## src/sv/gfa_pkg.sv

```systemverilog
// shared types, constants and sigmoid table builders for the gated activation
package gfa_pkg;

	localparam int APPROX_TABLE_ENTRIES_DEF = 256;

	// register indexes
	localparam logic [1:0] REG_ACT_MODE = 2'd0;
	localparam logic [1:0] REG_GATE_EN  = 2'd1;

	// activation modes, every other code selects silu
	localparam logic [1:0] MODE_SILU  = 2'd0;
	localparam logic [1:0] MODE_RELU2 = 2'd1;
	localparam logic [1:0] MODE_GELU  = 2'd2;

	// fixed point constants
	localparam logic signed [15:0] GELU_C1 = 16'sd26145;
	localparam logic signed [15:0] GELU_C3 = 16'sd1169;
	localparam longint unsigned LOG2E_Q30 = 64'd1549082005;
	localparam longint unsigned LN2_Q30   = 64'd744261118;
	localparam longint Q30_ONE = 64'sd1073741824;
	localparam logic signed [12:0] SIG_ARG_MAX = 13'sd2048;
	localparam logic signed [12:0] SIG_ARG_MIN = -13'sd2048;

	// sideband that travels with each sample down the pipeline
	typedef struct packed {
		logic               valid;
		logic signed [15:0] x;
		logic signed [15:0] g;
		logic               last;
		logic [1:0]         mode;
		logic               gate_en;
	} side_t;

	// unsigned shift and subtract quotient, used only while the table is built
	function automatic longint unsigned udiv64(input longint unsigned num,
			input longint unsigned den);
		longint unsigned q;
		logic [64:0] rem;
		q = '0;
		rem = '0;
		for (int b = 63; b >= 0; b--) begin
			rem = {rem[63:0], num[b]};
			if (rem >= {1'b0, den}) begin
				rem = rem - {1'b0, den};
				q[b] = 1'b1;
			end
		end
		return q;
	endfunction

	// exp(-a) for a in q30, 0 <= a <= 8.0, result in q30
	function automatic longint exp_neg_q30(input longint unsigned a);
		logic [127:0] p;
		longint unsigned t;
		longint unsigned f;
		longint unsigned n;
		longint y;
		longint term;
		longint sum;
		p = {64'd0, a} * {64'd0, LOG2E_Q30};
		t = p[93:30];
		n = t >> 30;
		f = t & 64'h3fff_ffff;
		y = longint'((f * LN2_Q30) >> 30);
		term = Q30_ONE;
		sum = Q30_ONE;
		// series terms stay non-negative
		for (int i = 1; i <= 12; i++) begin
			term = signed'(udiv64(unsigned'((term * y) >>> 30), 64'(i)));
			sum = (i % 2 == 1) ? sum - term : sum + term;
		end
		if (n > 62)
			return 64'sd0;
		return sum >>> n;
	endfunction

	// one table entry, q0.16 sigmoid at -8 + 16k/n
	function automatic logic [16:0] sig_entry(input int n, input int k);
		longint num;
		longint unsigned mag;
		longint unsigned a;
		longint unsigned d;
		longint unsigned s;
		num = 64'sd16 * longint'(k) - 64'sd8 * longint'(n);
		mag = longint'(num < 0 ? -num : num);
		a = udiv64(mag << 30, 64'(n));
		d = longint'(Q30_ONE) + exp_neg_q30(a);
		s = udiv64((64'd1 << 46) + (d >> 1), d);
		return (num < 0) ? 17'(64'd65536 - s) : 17'(s);
	endfunction

endpackage

```

## src/sv/gfa_arg.sv

```systemverilog
// sigmoid argument stages: gelu cubic polynomial or plain x, clamped to +-8
module gfa_arg (
	input  logic               clk,
	input  logic               arst_n,
	input  gfa_pkg::side_t     side_in,
	output gfa_pkg::side_t     side_s4,
	output logic signed [12:0] zc_s4
);
	import gfa_pkg::*;

	side_t side_s1, side_s2, side_s3;
	logic signed [31:0] xx_s1, c1x_s1, c1x_s2, c1x_s3;
	logic signed [47:0] cube_s2;
	logic signed [58:0] c3c_s3;
	logic signed [63:0] acc;
	logic signed [63:0] z_full;
	logic signed [12:0] zc;

	// valid bits and payload: square, cube, scaled cube
	always_ff @(posedge clk or negedge arst_n) begin
		if (!arst_n) begin
			side_s1.valid <= 1'b0;
			side_s2.valid <= 1'b0;
			side_s3.valid <= 1'b0;
			side_s4.valid <= 1'b0;
		end else begin
			side_s1.valid <= side_in.valid;
			side_s2.valid <= side_s1.valid;
			side_s3.valid <= side_s2.valid;
			side_s4.valid <= side_s3.valid;
			side_s1[$bits(side_t)-2:0] <= side_in[$bits(side_t)-2:0];
			xx_s1 <= side_in.x * side_in.x;
			c1x_s1 <= 32'(side_in.x) * 32'(GELU_C1);
			side_s2[$bits(side_t)-2:0] <= side_s1[$bits(side_t)-2:0];
			cube_s2 <= 48'(xx_s1) * 48'(side_s1.x);
			c1x_s2 <= c1x_s1;
			side_s3[$bits(side_t)-2:0] <= side_s2[$bits(side_t)-2:0];
			c3c_s3 <= 59'(cube_s2) * 59'(GELU_C3);
			c1x_s3 <= c1x_s2;
			side_s4[$bits(side_t)-2:0] <= side_s3[$bits(side_t)-2:0];
			zc_s4 <= zc;
		end
	end

	// sum, round by 2^30, clamp; every mode but gelu uses x directly
	always_comb begin
		acc = (64'(c1x_s3) <<< 16) + 64'(c3c_s3);
		z_full = (acc + 64'sd536870912) >>> 30;
		if (side_s3.mode != MODE_GELU)
			z_full = 64'(side_s3.x);
		if (z_full > 64'(SIG_ARG_MAX))
			zc = SIG_ARG_MAX;
		else if (z_full < 64'(SIG_ARG_MIN))
			zc = SIG_ARG_MIN;
		else
			zc = z_full[12:0];
	end

endmodule

```

## config.mk

```make
export PLATFORM = sky130hd
export DESIGN_NAME = gfa_arg
export DESIGN_NICKNAME = d
export VERILOG_FILES = /design/src/sv/gfa_pkg.sv /design/src/sv/gfa_arg.sv
export SDC_FILE = /design/constraint.sdc
export NUM_CORES = 2
export LEC_CHECK = 0
export ABC_AREA = 1
export CORE_ASPECT_RATIO = 1.75
export CORE_MARGIN = 2
export CORE_UTILIZATION = 60
export DETAILED_ROUTE_END_ITERATION = 10
export DONT_BUFFER_PORTS = 1
export GPL_TIMING_DRIVEN = 0
export MAX_ROUTING_LAYER = met4
export PLACE_DENSITY = 0.83
export SLEW_MARGIN = 30
export SYNTH_ARGS = -nofsm -noshare
export SYNTH_HDL_FRONTEND = slang
export SYNTH_SLANG_ARGS = --single-unit
```

## constraint.sdc

```tcl
create_clock -name clk -period 6.2 [get_ports clk]
set_input_delay 0.62 -clock clk [delete_from_list [all_inputs] [get_ports clk]]
set_output_delay 0.62 -clock clk [all_outputs]
set_load 0.02 [all_outputs]
```

# Yosys cells after proc, flatten, opt, wreduce, memory -nomap -nowiden
# Index checks and enable logic that the tools add are counted.
# classes
mux	2
n_lt_le_gt_ge	2
n_eq_ne	1
n_reduce_logical	1
n_mul	4
n_addsub	2
# ops
op	count
greater-than comparator 64 x 13 -> 1 bit, second input constant	1
less-than comparator 64 x 12 -> 1 bit, second input constant	1
two-way mux 64 bit	1
adder 60 x 31 -> 61 bit, second input constant	1
adder 48 x 59 -> 60 bit	1
multiplier 48 x 12 -> 59 bit, second input constant	1
multiplier 32 x 16 -> 48 bit	1
multiplier 16 x 16 -> 32 bit	1
multiplier 16 x 16 -> 32 bit, second input constant	1
two-way mux 13 bit	1
inequality test 2 bit, second input constant	1
OR reduction 2 bit	1
# totals
register_bits	396
input_bits	39
word_cells	44

# Logic depth before layout (Yosys ltp)
# logic_depth
depth_word	5
mapped_depth	31
mapped_depth_nobuf	29

# Least setup slack after synthesis
# No wires, ideal clock.
# synth_path
path_type	input to register
start	in side_in[35] (netlist bit)
end	reg xx_s1[31] (data pin)
arrival_time_ns	6.120
t_required_ns	5.940
slack_ns	-0.180
cell_stages	25
path_cell_list	clkbuf_1 > clkbuf_1 > nand2_1 > inv_1 > fa_1 > fa_1 > inv_1 > fa_1 > inv_1 > fa_1 > inv_1 > fa_1 > inv_1 > fa_1 > ha_1 > nand2_1 > nor2_1 > nand2_1 > nor4_1 > nand2_1 > o211ai_1 > a21oi_1 > nor2_1 > nor2_1 > xor2_1
# synth_between
elab_chain_cells	1
# synth_lines
element	line	rtl
from (decl)	gfa_arg.sv:5	input gfa_pkg::side_t side_in,
multiplier 16 x 16 -> 32 bit	gfa_arg.sv:32	xx_s1 <= side_in.x * side_in.x;
to (signal assigned)	gfa_arg.sv:32	
to (decl)	gfa_arg.sv:12	logic signed [31:0] xx_s1, c1x_s1, c1x_s2, c1x_s3;
# No other way between the ends.
# A chain may end at the register's enable or synchronous reset.

# Worst setup path in the final report
# layout_path
start	reg side_s1[25] (netlist bit)
end	reg cube_s2[46] (data pin)
# layout_between
elab_chain_cells	1
# layout_lines
element	line	rtl
from (decl)	gfa_arg.sv:11	side_t side_s1, side_s2, side_s3;
from (signal, indexed assignment)	gfa_arg.sv:31	side_s1[$bits(side_t)-2:0] <= side_in[$bits(side_t)-2:0];
multiplier 32 x 16 -> 48 bit	gfa_arg.sv:35	cube_s2 <= 48'(xx_s1) * 48'(side_s1.x);
to (signal assigned)	gfa_arg.sv:35	
to (decl)	gfa_arg.sv:13	logic signed [47:0] cube_s2;
# No other way between the ends.

==> run metrics <==
Die W 229 um; mean instance size in the synthesized netlist just under 9 um^2; number of maximum-capacitance constraint violations 0; total routing usage reported by global routing 0.367; async set-reset flop share out of synthesis 0.0110; post-detailed-route count of antenna-violating nets 0; global-route wire length before repair approximately 240,000 um; violated checks setup timing; Worst Path Arrival around 6.9 ns; # DRC 0; fin crit share 1.05; met2 GRT Util 0.654; count of distinct cell types in the synthesized netlist 55; number of filler instances in the final layout between 6,000 and 7,000; achievable clock frequency 154 MHz; instance count after placement with tap cells included 7,237; placement row count 144; count of input and output buffers 0; Clock Pin Slew Worst Setup and Hold Paths approximately 0.070 ns; skew final ~0.04 ns; Clk Latency, worst-skew pair 0.61 ns; violation count after the first detailed-route iteration 2,925; commonest register cell after synthesis sky130_fd_sc_hd__edfxtp_1; sequential element share of the synthesized area 0.204; RSZ-0062 raised after global routing true; Critical Path Max Stage Delay 0.56 ns; slack of the worst reg-to-reg path -0.28 ns; area of the core 87,900 um^2; Vias/cell 5.60; average detailed-routed wire length per instance between 20 and 25 um; initial antenna violation count 4; headroom to the max-slew limit 0.361; maximum fanout along the worst path 8; slowest stage cell, crit path sky130_fd_sc_hd__fa_1; gate count after technology mapping between 6,000 and 7,000; peak-usage layer in the global routing report met2; Hold Crit Class in2reg; DRT Pass-1 Iters 10; Slew Viols, Final 0; depth of the worst register-to-register path 29; Max Buffers Root-to-Sink 3; number of nets in the layout 7,653; Post-Place Setup Slack -1.41 ns; die footprint between 90,000 and 100,000 um^2; clock period minus final worst setup slack around 6.5 ns; met1 usage 0.332; Post-DP HPWL around 120,000 um; EDFF count, synth between 300 and 400; capturing element type of the critical path register; synth top area cells sky130_fd_sc_hd__fa_1, sky130_fd_sc_hd__edfxtp_1, sky130_fd_sc_hd__ha_1; final setup violation count 13; Worst Hold Endpoint side_s1[36]; Yosys warnings 0; number of global-route vias before repair between 40,000 and 50,000; critical path start-end classification reg2reg; beginning of the worst hold path side_in[36]; Post-Synthesis Cell Area between 50,000 and 60,000 um^2; via count of the routed design roughly 42,000; I/O Pins a little under 90; worst path setup slack after routing -0.281 ns; worst hold slack between 0.07 and 0.08 ns; clock tree from TritonCTS yes; end of the worst register-to-register path cube_s2[46]; share of cells above drive strength 1 0.102; status finished with violations; Design Area, Final between 50,000 and 60,000 um^2; hold depth 0; worst reg2reg path startpoint side_s1[25]; Area growth syn-to-layout 11.5%; required arrival time at the worst endpoint 6.61 ns; cell type with the highest aggregate area in the netlist sky130_fd_sc_hd__fa_1; grt met3 use 0.0525; worst slew pin tran around 0.96 ns; Commonest cells post-synth sky130_fd_sc_hd__inv_1, sky130_fd_sc_hd__nand2_1, sky130_fd_sc_hd__fa_1; starting density of the core 0.605; total wire length after detailed routing 161,000 um; total grt overflow 0; number of sinks handled by clock tree synthesis around 360; launching element type of the critical path register; synthesis-stage register bit count 362; largest net degree at the start of global routing 360; final estimated routing congestion in global placement 1.04; chip height approximately 400 um; cell at the root of the clock tree sky130_fd_sc_hd__clkbuf_16; Cell Area, Placed around 55,000 um^2; Inserted Clock Buffers 37; number of H-tree levels 2; count of non-filler cells in the finished layout roughly 7,400; library cell with the highest instance count after synthesis sky130_fd_sc_hd__inv_1; top cell type's share of synthesized area 0.321; hold violation total from the final report 0
[worst max path at each step]
| stage | start | to |
|---|---|---|
| after floorplan | side_in[35] | xx_s1[31] |
| final | side_s1[25] | cube_s2[46] |
| after global routing | side_s1[25] | cube_s2[46] |
| after global placement | side_s1[25] | cube_s2[41] |
| after detailed placement | side_s1[25] | cube_s2[47] |
| after CTS | side_s1[26] | cube_s2[46] |
[layout by cell type (no fill, tap or decap), drive strengths merged, types with 15 or more instances in the layout]
cell type,n
inv,1772
nand2,1210
fa,853
ha,534
edfxtp,358
nor2,314
a21oi,236
buf,175
o21ai,131
nand3,127
xor2,124
clkbuf,113
xnor2,78
a31oi,45
nor3,21
nand4,20
o21a,18
clkinv,15
[final cells by class]
type,count,area (um^2),share of cell area
diodes,3,7.51,0.000126
plain buffers,106,916,0.0154
clock buffers,38,930,0.0157
clock inverters,30,422,0.00710
inverters,1765,6630,0.112
multi-input cells,3809,36800,0.620
flip-flops and latches,362,10900,0.183
well taps,1168,1460,0.0246
repair buffers,146,1360,0.0230
[cell families (layout without fill, tap and decap cells)]
group                    after synthesis  count (layout)  synth area share
AO/OA/AOI/OAI                        487             487            0.0510
XOR/XNOR                             202             202            0.0332
buffers and inverters               1898            2085             0.135
AND/OR/NAND/NOR                     1723            1723             0.130
other                                  2              10          0.000141
flip-flops                           362             362             0.204
adder cells (fa/ha/maj)             1388            1388             0.446
multiplexers                           2               2          0.000400
[per-stage QoR]
stage                     TNS (ns)   util
after global placement      -32.04  0.622
after detailed placement    -34.68  0.622
after global routing         -5.61  0.675
after CTS                  -0.0881  0.659
after floorplan                  0      -
final                        -2.03  0.675
[state kept, by name, indices dropped and copies added, names as in the netlist]
signal,flops
zc_s4,13
xx_s1,30
c1x_s2,31
c1x_s3,32
c1x_s1,32
side_s4,37
side_s3,32
cube_s2,48
side_s2,32
side_s1,32
c3c_s3,43
[layer usage]
metal	routed length [um]	up-vias
li1	-	18419
met3	9560	1094
met2	83500	1956
met1	48600	20119
met5	0	-
met4	19700	0
[worst max-delay path, delay by kind of cell (launching register included)]
family          cells  cell delay, ns
fa+ha+maj           7            3.32
compound gates      3            0.70
buf+inv             9            0.78
xor+xnor            1            0.20
flops               1            0.53
simple gates        9            0.75
[what timing repair did]
action	in CTS	in global routing
setup buffers	83	60
pin swaps	49	165
setup endpoints to repair	37	33
cloned	2	1
gates resized for setup	313	296
hold buffers	1	0
endpoints found under the hold margin	4	0
Power is not shown: default switching activity piles up to over one toggle a cycle in this logic, so the estimate is an artifact.
