$ cat src/sv/gfa_pkg.sv
// shared types, constants and sigmoid table builders for the gated activation
package gfa_pkg;

	localparam int APPROX_TABLE_ENTRIES_DEF = 256;

	// register indexes
	localparam logic [1:0] REG_ACT_MODE = 2'd0;
	localparam logic [1:0] REG_GATE_EN  = 2'd1;

	// activation modes, every other code selects silu
	localparam logic [1:0] MODE_SILU  = 2'd0;
	localparam logic [1:0] MODE_RELU2 = 2'd1;
	localparam logic [1:0] MODE_GELU  = 2'd2;

	// fixed point constants
	localparam logic signed [15:0] GELU_C1 = 16'sd26145;
	localparam logic signed [15:0] GELU_C3 = 16'sd1169;
	localparam longint unsigned LOG2E_Q30 = 64'd1549082005;
	localparam longint unsigned LN2_Q30   = 64'd744261118;
	localparam longint Q30_ONE = 64'sd1073741824;
	localparam logic signed [12:0] SIG_ARG_MAX = 13'sd2048;
	localparam logic signed [12:0] SIG_ARG_MIN = -13'sd2048;

	// sideband that travels with each sample down the pipeline
	typedef struct packed {
		logic               valid;
		logic signed [15:0] x;
		logic signed [15:0] g;
		logic               last;
		logic [1:0]         mode;
		logic               gate_en;
	} side_t;

	// unsigned shift and subtract quotient, used only while the table is built
	function automatic longint unsigned udiv64(input longint unsigned num,
			input longint unsigned den);
		longint unsigned q;
		logic [64:0] rem;
		q = '0;
		rem = '0;
		for (int b = 63; b >= 0; b--) begin
			rem = {rem[63:0], num[b]};
			if (rem >= {1'b0, den}) begin
				rem = rem - {1'b0, den};
				q[b] = 1'b1;
			end
		end
		return q;
	endfunction

	// exp(-a) for a in q30, 0 <= a <= 8.0, result in q30
	function automatic longint exp_neg_q30(input longint unsigned a);
		logic [127:0] p;
		longint unsigned t;
		longint unsigned f;
		longint unsigned n;
		longint y;
		longint term;
		longint sum;
		p = {64'd0, a} * {64'd0, LOG2E_Q30};
		t = p[93:30];
		n = t >> 30;
		f = t & 64'h3fff_ffff;
		y = longint'((f * LN2_Q30) >> 30);
		term = Q30_ONE;
		sum = Q30_ONE;
		// series terms stay non-negative
		for (int i = 1; i <= 12; i++) begin
			term = signed'(udiv64(unsigned'((term * y) >>> 30), 64'(i)));
			sum = (i % 2 == 1) ? sum - term : sum + term;
		end
		if (n > 62)
			return 64'sd0;
		return sum >>> n;
	endfunction

	// one table entry, q0.16 sigmoid at -8 + 16k/n
	function automatic logic [16:0] sig_entry(input int n, input int k);
		longint num;
		longint unsigned mag;
		longint unsigned a;
		longint unsigned d;
		longint unsigned s;
		num = 64'sd16 * longint'(k) - 64'sd8 * longint'(n);
		mag = longint'(num < 0 ? -num : num);
		a = udiv64(mag << 30, 64'(n));
		d = longint'(Q30_ONE) + exp_neg_q30(a);
		s = udiv64((64'd1 << 46) + (d >> 1), d);
		return (num < 0) ? 17'(64'd65536 - s) : 17'(s);
	endfunction

endpackage

$ cat src/sv/gfa_out.sv
// activation product, optional gate product and saturation, two stages
module gfa_out (
	input  logic               clk,
	input  logic               arst_n,
	input  gfa_pkg::side_t     side_in,
	input  logic [16:0]        sig,
	output logic               valid_s9,
	output logic signed [15:0] y_s9,
	output logic               last_s9
);
	import gfa_pkg::*;

	logic signed [33:0] xs;
	logic signed [15:0] r;
	logic [29:0] rr;
	logic signed [23:0] v, v_s8;
	logic signed [15:0] g_s8;
	logic gate_s8, last_s8, valid_s8;
	logic signed [39:0] vg;
	logic signed [39:0] y_full;

	assign xs = 34'(side_in.x) * 34'($signed({1'b0, sig}));
	assign r = (side_in.x > 16'sd0) ? side_in.x : 16'sd0;
	assign rr = 30'(r) * 30'(r);

	// mode select and rounding of the activation
	always_comb begin
		if (side_in.mode == MODE_RELU2)
			v = 24'((rr + 30'd128) >> 8);
		else
			v = 24'((xs + 34'sd32768) >>> 16);
	end

	// gate product and saturation
	always_comb begin
		vg = 40'(v_s8) * 40'(g_s8);
		y_full = gate_s8 ? ((vg + 40'sd128) >>> 8) : 40'(v_s8);
	end

	// valid bits
	always_ff @(posedge clk or negedge arst_n) begin
		if (!arst_n) begin
			valid_s8 <= 1'b0;
			valid_s9 <= 1'b0;
		end else begin
			valid_s8 <= side_in.valid;
			valid_s9 <= valid_s8;
		end
	end

	// payload
	always_ff @(posedge clk) begin
		v_s8 <= v;
		g_s8 <= side_in.g;
		gate_s8 <= side_in.gate_en;
		last_s8 <= side_in.last;
		last_s9 <= last_s8;
		if (y_full > 40'sd32767)
			y_s9 <= 16'sh7fff;
		else if (y_full < -40'sd32768)
			y_s9 <= 16'sh8000;
		else
			y_s9 <= y_full[15:0];
	end

endmodule
$ cat config.mk
export PLATFORM = sky130hd
export DESIGN_NAME = gfa_out
export DESIGN_NICKNAME = d
export VERILOG_FILES = /design/src/sv/gfa_pkg.sv /design/src/sv/gfa_out.sv
export SDC_FILE = /design/constraint.sdc
export NUM_CORES = 2
export LEC_CHECK = 0
export ABC_AREA = 1
export BUFFER_PORTS_ARGS = -buffer_cell sky130_fd_sc_hd__buf_2
export CORE_MARGIN = 3
export CORE_UTILIZATION = 40
export CTS_CLUSTER_DIAMETER = 100
export CTS_CLUSTER_SIZE = 8
export DETAILED_ROUTE_END_ITERATION = 6
export MAX_ROUTING_LAYER = met4
export PLACE_DENSITY_LB_ADDON = 0.08
export SLEW_MARGIN = 10
export SYNTH_ARGS = -nofsm -noshare
export SYNTH_HDL_FRONTEND = slang
export SYNTH_SLANG_ARGS = --single-unit
$ cat constraint.sdc
create_clock -name clk -period 14 [get_ports clk]
set_input_delay 2.1 -clock clk [delete_from_list [all_inputs] [get_ports clk]]
set_output_delay 2.1 -clock clk [all_outputs]
set_load 0.005 [all_outputs]
# [After elaboration in Yosys (flattened, before gate mapping)]
# Cells that the tools add are included.
[totals] out_inout_bits=18 ff_bits=60 elab_cells=23 input_bits=56
[classes] multipliers=3 add_sub_neg=3 mux=4 n_eq_ne=1 order_cmp=3
[op_table] cell="39-bit by 9-bit adder with 40-bit output (second input constant)" count=1
[op_table] cell="40-bit by 16-bit > comparator with 1-bit output (second input constant)" count=1
[op_table] cell="40-bit by 16-bit < comparator with 1-bit output (second input constant)" count=1
[op_table] cell="40-bit two-way mux" count=1
[op_table] cell="23-bit by 16-bit multiplier with 39-bit output" count=1
[op_table] cell="34-bit by 17-bit adder with 34-bit output (second input constant)" count=1
[op_table] cell="16-bit by 18-bit multiplier with 34-bit output" count=1
[op_table] cell="16-bit two-way mux" count=2
[op_table] cell="30-bit by 8-bit adder with 30-bit output (second input constant)" count=1
[op_table] cell="16-bit by 16-bit multiplier with 30-bit output" count=1
[op_table] cell="22-bit two-way mux" count=1
[op_table] cell="16-bit by 1-bit > comparator with 1-bit output (second input constant)" count=1
[op_table] cell="2-bit by 1-bit == test with 1-bit output (second input constant)" count=1

# [Logic depth before layout (Yosys ltp)]
[depth] depth_word=5 ltp_mapped=37 depth_no_buf=35

# [Worst setup path after synthesis]
# OpenSTA, ideal clock, no wires.
[synth_path] kind="input to register" startpoint="input side_in[30] (netlist name)" endpoint="register v_s8[17]" setup_slack_ps=5672 arrival_time_ps=8210 setup_time_ps=118 path_buffers=2 required_time_ps=13882 path_stages=35 cell_sequence="buf_2 > inv_1 > nand4_1 > nor4_1 > nand4_1 > and2_1 > inv_1 > buf_2 > nor2_1 > inv_1 > nor2_1 > inv_1 > fa_1 > fa_1 > inv_1 > fa_1 > fa_1 > inv_1 > fa_1 > inv_1 > fa_1 > ha_1 > nand2_1 > nor2_1 > nand2_1 > nand3_1 > o21bai_1 > a21boi_0 > inv_1 > nand2_1 > nand2_1 > a21oi_1 > or2_2 > nand2_1 > nand2_1"
[synth_between] elab_chain_cells=5 elab_cells_between_ends=7 classes_between="2 x add/sub; 2 x mul; 1 x order compare; 2 x mux"
[synth_rtl] item="start: declaration" line_no="gfa_out.sv:5" source="input gfa_pkg::side_t side_in,"
[synth_rtl] item="16-bit by 1-bit > comparator with 1-bit output" line_no="gfa_out.sv:23" source="assign r = (side_in.x > 16'sd0) ? side_in.x : 16'sd0;"
[synth_rtl] item="16-bit two-way mux" line_no="gfa_out.sv:23"
[synth_rtl] item="16-bit by 16-bit multiplier with 30-bit output" line_no="gfa_out.sv:24" source="assign rr = 30'(r) * 30'(r);"
[synth_rtl] item="30-bit by 8-bit adder with 30-bit output" line_no="gfa_out.sv:29" source="v = 24'((rr + 30'd128) >> 8);"
[synth_rtl] item="22-bit two-way mux (*)" line_no="gfa_out.sv:28" source="if (side_in.mode == MODE_RELU2)"
[synth_rtl] item="via v[17]" line_no="gfa_out.sv:16" source="logic signed [23:0] v, v_s8;"
[synth_rtl] item="end signal: assignment" line_no="gfa_out.sv:53" source="v_s8 <= v;"
[synth_rtl] item="end: declaration" line_no="gfa_out.sv:16"
# Mark *: on every way through the listed nets, which the timed path passes. The rest lies on a longest branch.
# A chain may end at the register's enable or synchronous reset.

# [Final worst setup path]
[layout_path] startpoint="input side_in[31] (netlist name)" endpoint="register v_s8[17]"
# Same word-level chain as after synthesis.

==> implementation parameters <==
Parameter                              Value

STA
  Final cycle utilization of the critical path    66.4%
  Clock skew    15.1 ps
  Number of pins exceeding their max-slew limit in the final report    0
  Final critical-path required period    9300 ps
  Max frequency    108 MHz
  Worst slew pin tran    1170 ps
  Total setup violations reported at the end of the flow    0
  Unrepaired setup endpoints after global routing    no
  Final Hold Fails    0
  Post-Route Setup TNS    0 ps
  Minimum setup slack in the final design    4700 ps
  Max-slew headroom    21.9%

Final layout
  Number of filler instances in the final layout    8890
  Sequential standard cell area    1210 um^2
  Commonest cells after routing, fill and taps aside    sky130_fd_sc_hd__inv_1 (1421), sky130_fd_sc_hd__nand2_1 (1049), sky130_fd_sc_hd__fa_1 (797), sky130_fd_sc_hd__ha_1 (288), sky130_fd_sc_hd__nor2_1 (221)
  Nets    5638
  Multi-input gate area    27500 um^2
  Number of antenna cells inserted    0
  Finished Cell Area    36300 um^2
  Most common cell after layout, fill and taps aside    sky130_fd_sc_hd__inv_1
  Share of the core filled with cells in the final layout    43.0%
  Synth-to-layout area growth    5.50%
  Layout cell share with drive strength beyond 1    3.93%

Detailed routing
  Starting DRC count in detailed routing    1427
  Overall via count from detail_route    26400
  Drt wl/cell    17.9 um
  Post-detailed-route count of antenna-violating nets    0
  Post-DR vias/cell    4.69
  Routed wire length    101000 um
  Post-detailed-route DRC marker count    0
  Count of TritonRoute iterations in the first routing pass    5

Worst setup path
  CP max-delay cell    sky130_fd_sc_hd__fa_1
  Data arrival time of the worst path    9560 ps
  Capturing point of the worst reg2reg path    y_s9[3]
  Cell family with the largest share of critical-path delay    adder cells
  Critical-path maximum fanout    21
  Worst setup slack for register-to-register paths    6470 ps
  Worst reg-to-reg path cell count    27
  Endpoint class of the critical path    flip-flop
  Critical Path RT    14250 ps
  Launching point of the worst reg2reg path    v_s8[22]
  Largest stage delay on the critical path    540 ps
  Critical path class    in2reg
  Crit path buffers/inverters    10
  Most common cell on crit path    sky130_fd_sc_hd__inv_1
  Type of origin of the critical path    primary input

Logic synthesis
  Sequential cell area fraction in the yosys report    3.52%
  Yosys Warn Count    0
  EDFF count, synth    0
  Count of distinct cell types in the synthesized netlist    45
  Mean Syn Cell Area    7.68 um^2
  Mapped Area    34400 um^2
  Share of flip-flops with an asynchronous set or reset    3.33%
  Post-synth top flop    sky130_fd_sc_hd__dfxtp_1
  Synthesis-stage register bit count    60
  Post-synthesis instance total    4486

Global routing
  Antenna violations before repair    0
  Largest net degree at the start of global routing    34
  Overall global routing resource usage    24.2%
  Number of global-route vias before repair    28700
  Total congestion overflow after global routing    0
  Wire length of the first global-routing pass    162000 um

Floorplan
  Die area    89600 um^2
  Total number of placement rows    106
  Floorplan Core Area    84500 um^2
  Die boundary width    299 um
  Die Height    299 um
  Number of top-level design ports    74
  Initial core utilization    40.8%

Placement
  GP Congestion    0.938
  Worst slack after detailed placement    4370 ps
  Dpl hpwl    84400 um
  Area after DPL    36000 um^2
  Port-buffer cells    73

Clock tree
  Clock Latency Late Sink    380 ps
  Hold buffers post-CTS    0
  Worst-case clock buffer depth    2
  Post-cts repair resize count    0
  Number of levels the H-tree was split into    3
  Number of buffers created by CTS    9
  CTS Root Cell    sky130_fd_sc_hd__clkbuf_16
  Clock transition time at the flip-flop clock pins of the worst setup and hold paths    60 ps
  TritonCTS sink count    60
  CTS tree    yes
  Post-CTS Setup Bufs    0

Worst hold path
  Cells on Worst Hold Path    0
  Hold Crit Start    last_s8
  Worst hold path class    reg2reg
  End point of the most critical hold path    last_s9

Status
  Status    completed

Flow run
  Maximum Capacitance Violations    0
[Yosys cell counts (3+ instances only)]
cell,instances,area [um^2]
sky130_fd_sc_hd__dfxtp_1,58,1160
sky130_fd_sc_hd__nand3_1,72,360
sky130_fd_sc_hd__a21oi_1,128,641
sky130_fd_sc_hd__nor2_1,222,833
sky130_fd_sc_hd__a31oi_1,10,62.6
sky130_fd_sc_hd__nand3_2,4,40.0
sky130_fd_sc_hd__a21o_1,11,82.6
sky130_fd_sc_hd__nand2_1,1049,3940
sky130_fd_sc_hd__and2_1,4,25.0
sky130_fd_sc_hd__or2_2,26,163
sky130_fd_sc_hd__o21ai_0,78,390
sky130_fd_sc_hd__nor3_1,21,105
sky130_fd_sc_hd__o21ai_1,4,20.0
sky130_fd_sc_hd__nand3b_1,8,60.1
sky130_fd_sc_hd__fa_1,797,16000
sky130_fd_sc_hd__a221oi_1,3,26.3
sky130_fd_sc_hd__ha_1,288,3600
sky130_fd_sc_hd__clkinv_1,3,11.3
sky130_fd_sc_hd__xor2_1,18,158
sky130_fd_sc_hd__clkbuf_1,126,473
sky130_fd_sc_hd__nand2_2,18,113
sky130_fd_sc_hd__nand4_1,17,106
sky130_fd_sc_hd__nor4_1,7,43.8
sky130_fd_sc_hd__nor2_2,6,37.5
sky130_fd_sc_hd__o21a_1,4,30.0
sky130_fd_sc_hd__xnor2_1,33,289
sky130_fd_sc_hd__buf_2,9,45.0
sky130_fd_sc_hd__inv_1,1421,5330
sky130_fd_sc_hd__buf_1,6,22.5
sky130_fd_sc_hd__o21bai_1,15,113
[worst max path at each step]
stage                      from       end  depth (start not counted)
floorplan           side_in[30]  v_s8[17]                         35
global placement    side_in[31]  v_s8[17]                         33
global route        side_in[31]  v_s8[17]                         33
finish              side_in[31]  v_s8[17]                         33
CTS                 side_in[31]  v_s8[17]                         33
detailed placement  side_in[31]  v_s8[17]                         33
[metal layers]
metal	vias to the layer above	global-route usage (%)	part of all wire [%]
met4	0	6.28	2.8
met5	-	-	0
met3	136	1.77	3.4
met2	526	40.3	48
li1	12600	-	-
met1	13100	32.1	46
[flip-flops by register name, indices dropped and copies added, names as in the netlist]
signal	flops
gate_s8	1
y_s9	16
v_s8	23
valid_s9	1
valid_s8	1
g_s8	16
last_s8	1
last_s9	1
[logic make-up (layout without fill, tap and decap cells)]
family                     Yosys count  in the layout  synth area share (%)
and+or+nand+nor                   1458           1458                  17.0
buffers and inverters             1569           1541                  17.2
adders and majority gates         1085           1085                  56.8
xor gates and xnor gates            51             51                  1.30
other                                2             46                0.0218
AOI/OAI and AO/OA                  261            261                  4.15
DFF                                 60             60                  3.52
[stage by stage]
| step | std cells | hold WS [ps] |
|---|---|---|
| floorplan | 4530 | 310 |
| global placement | 5620 | 314 |
| CTS | 5636 | 330 |
| global route | 5636 | 342 |
| finish | 5636 | 329 |
| detailed placement | 5620 | 314 |
[area by class of cell]
class	instances	share of cell area, %
Tap cell	1134	3.91
Sequential cell	60	3.34
Clock buffer	9	0.620
Multi-Input combinational cell	2901	75.6
Inverter	1425	14.7
Clock inverter	7	0.231
Timing Repair Buffer	100	1.56
Power is not shown: default switching activity piles up to over one toggle a cycle in this logic, so the estimate is an artifact.
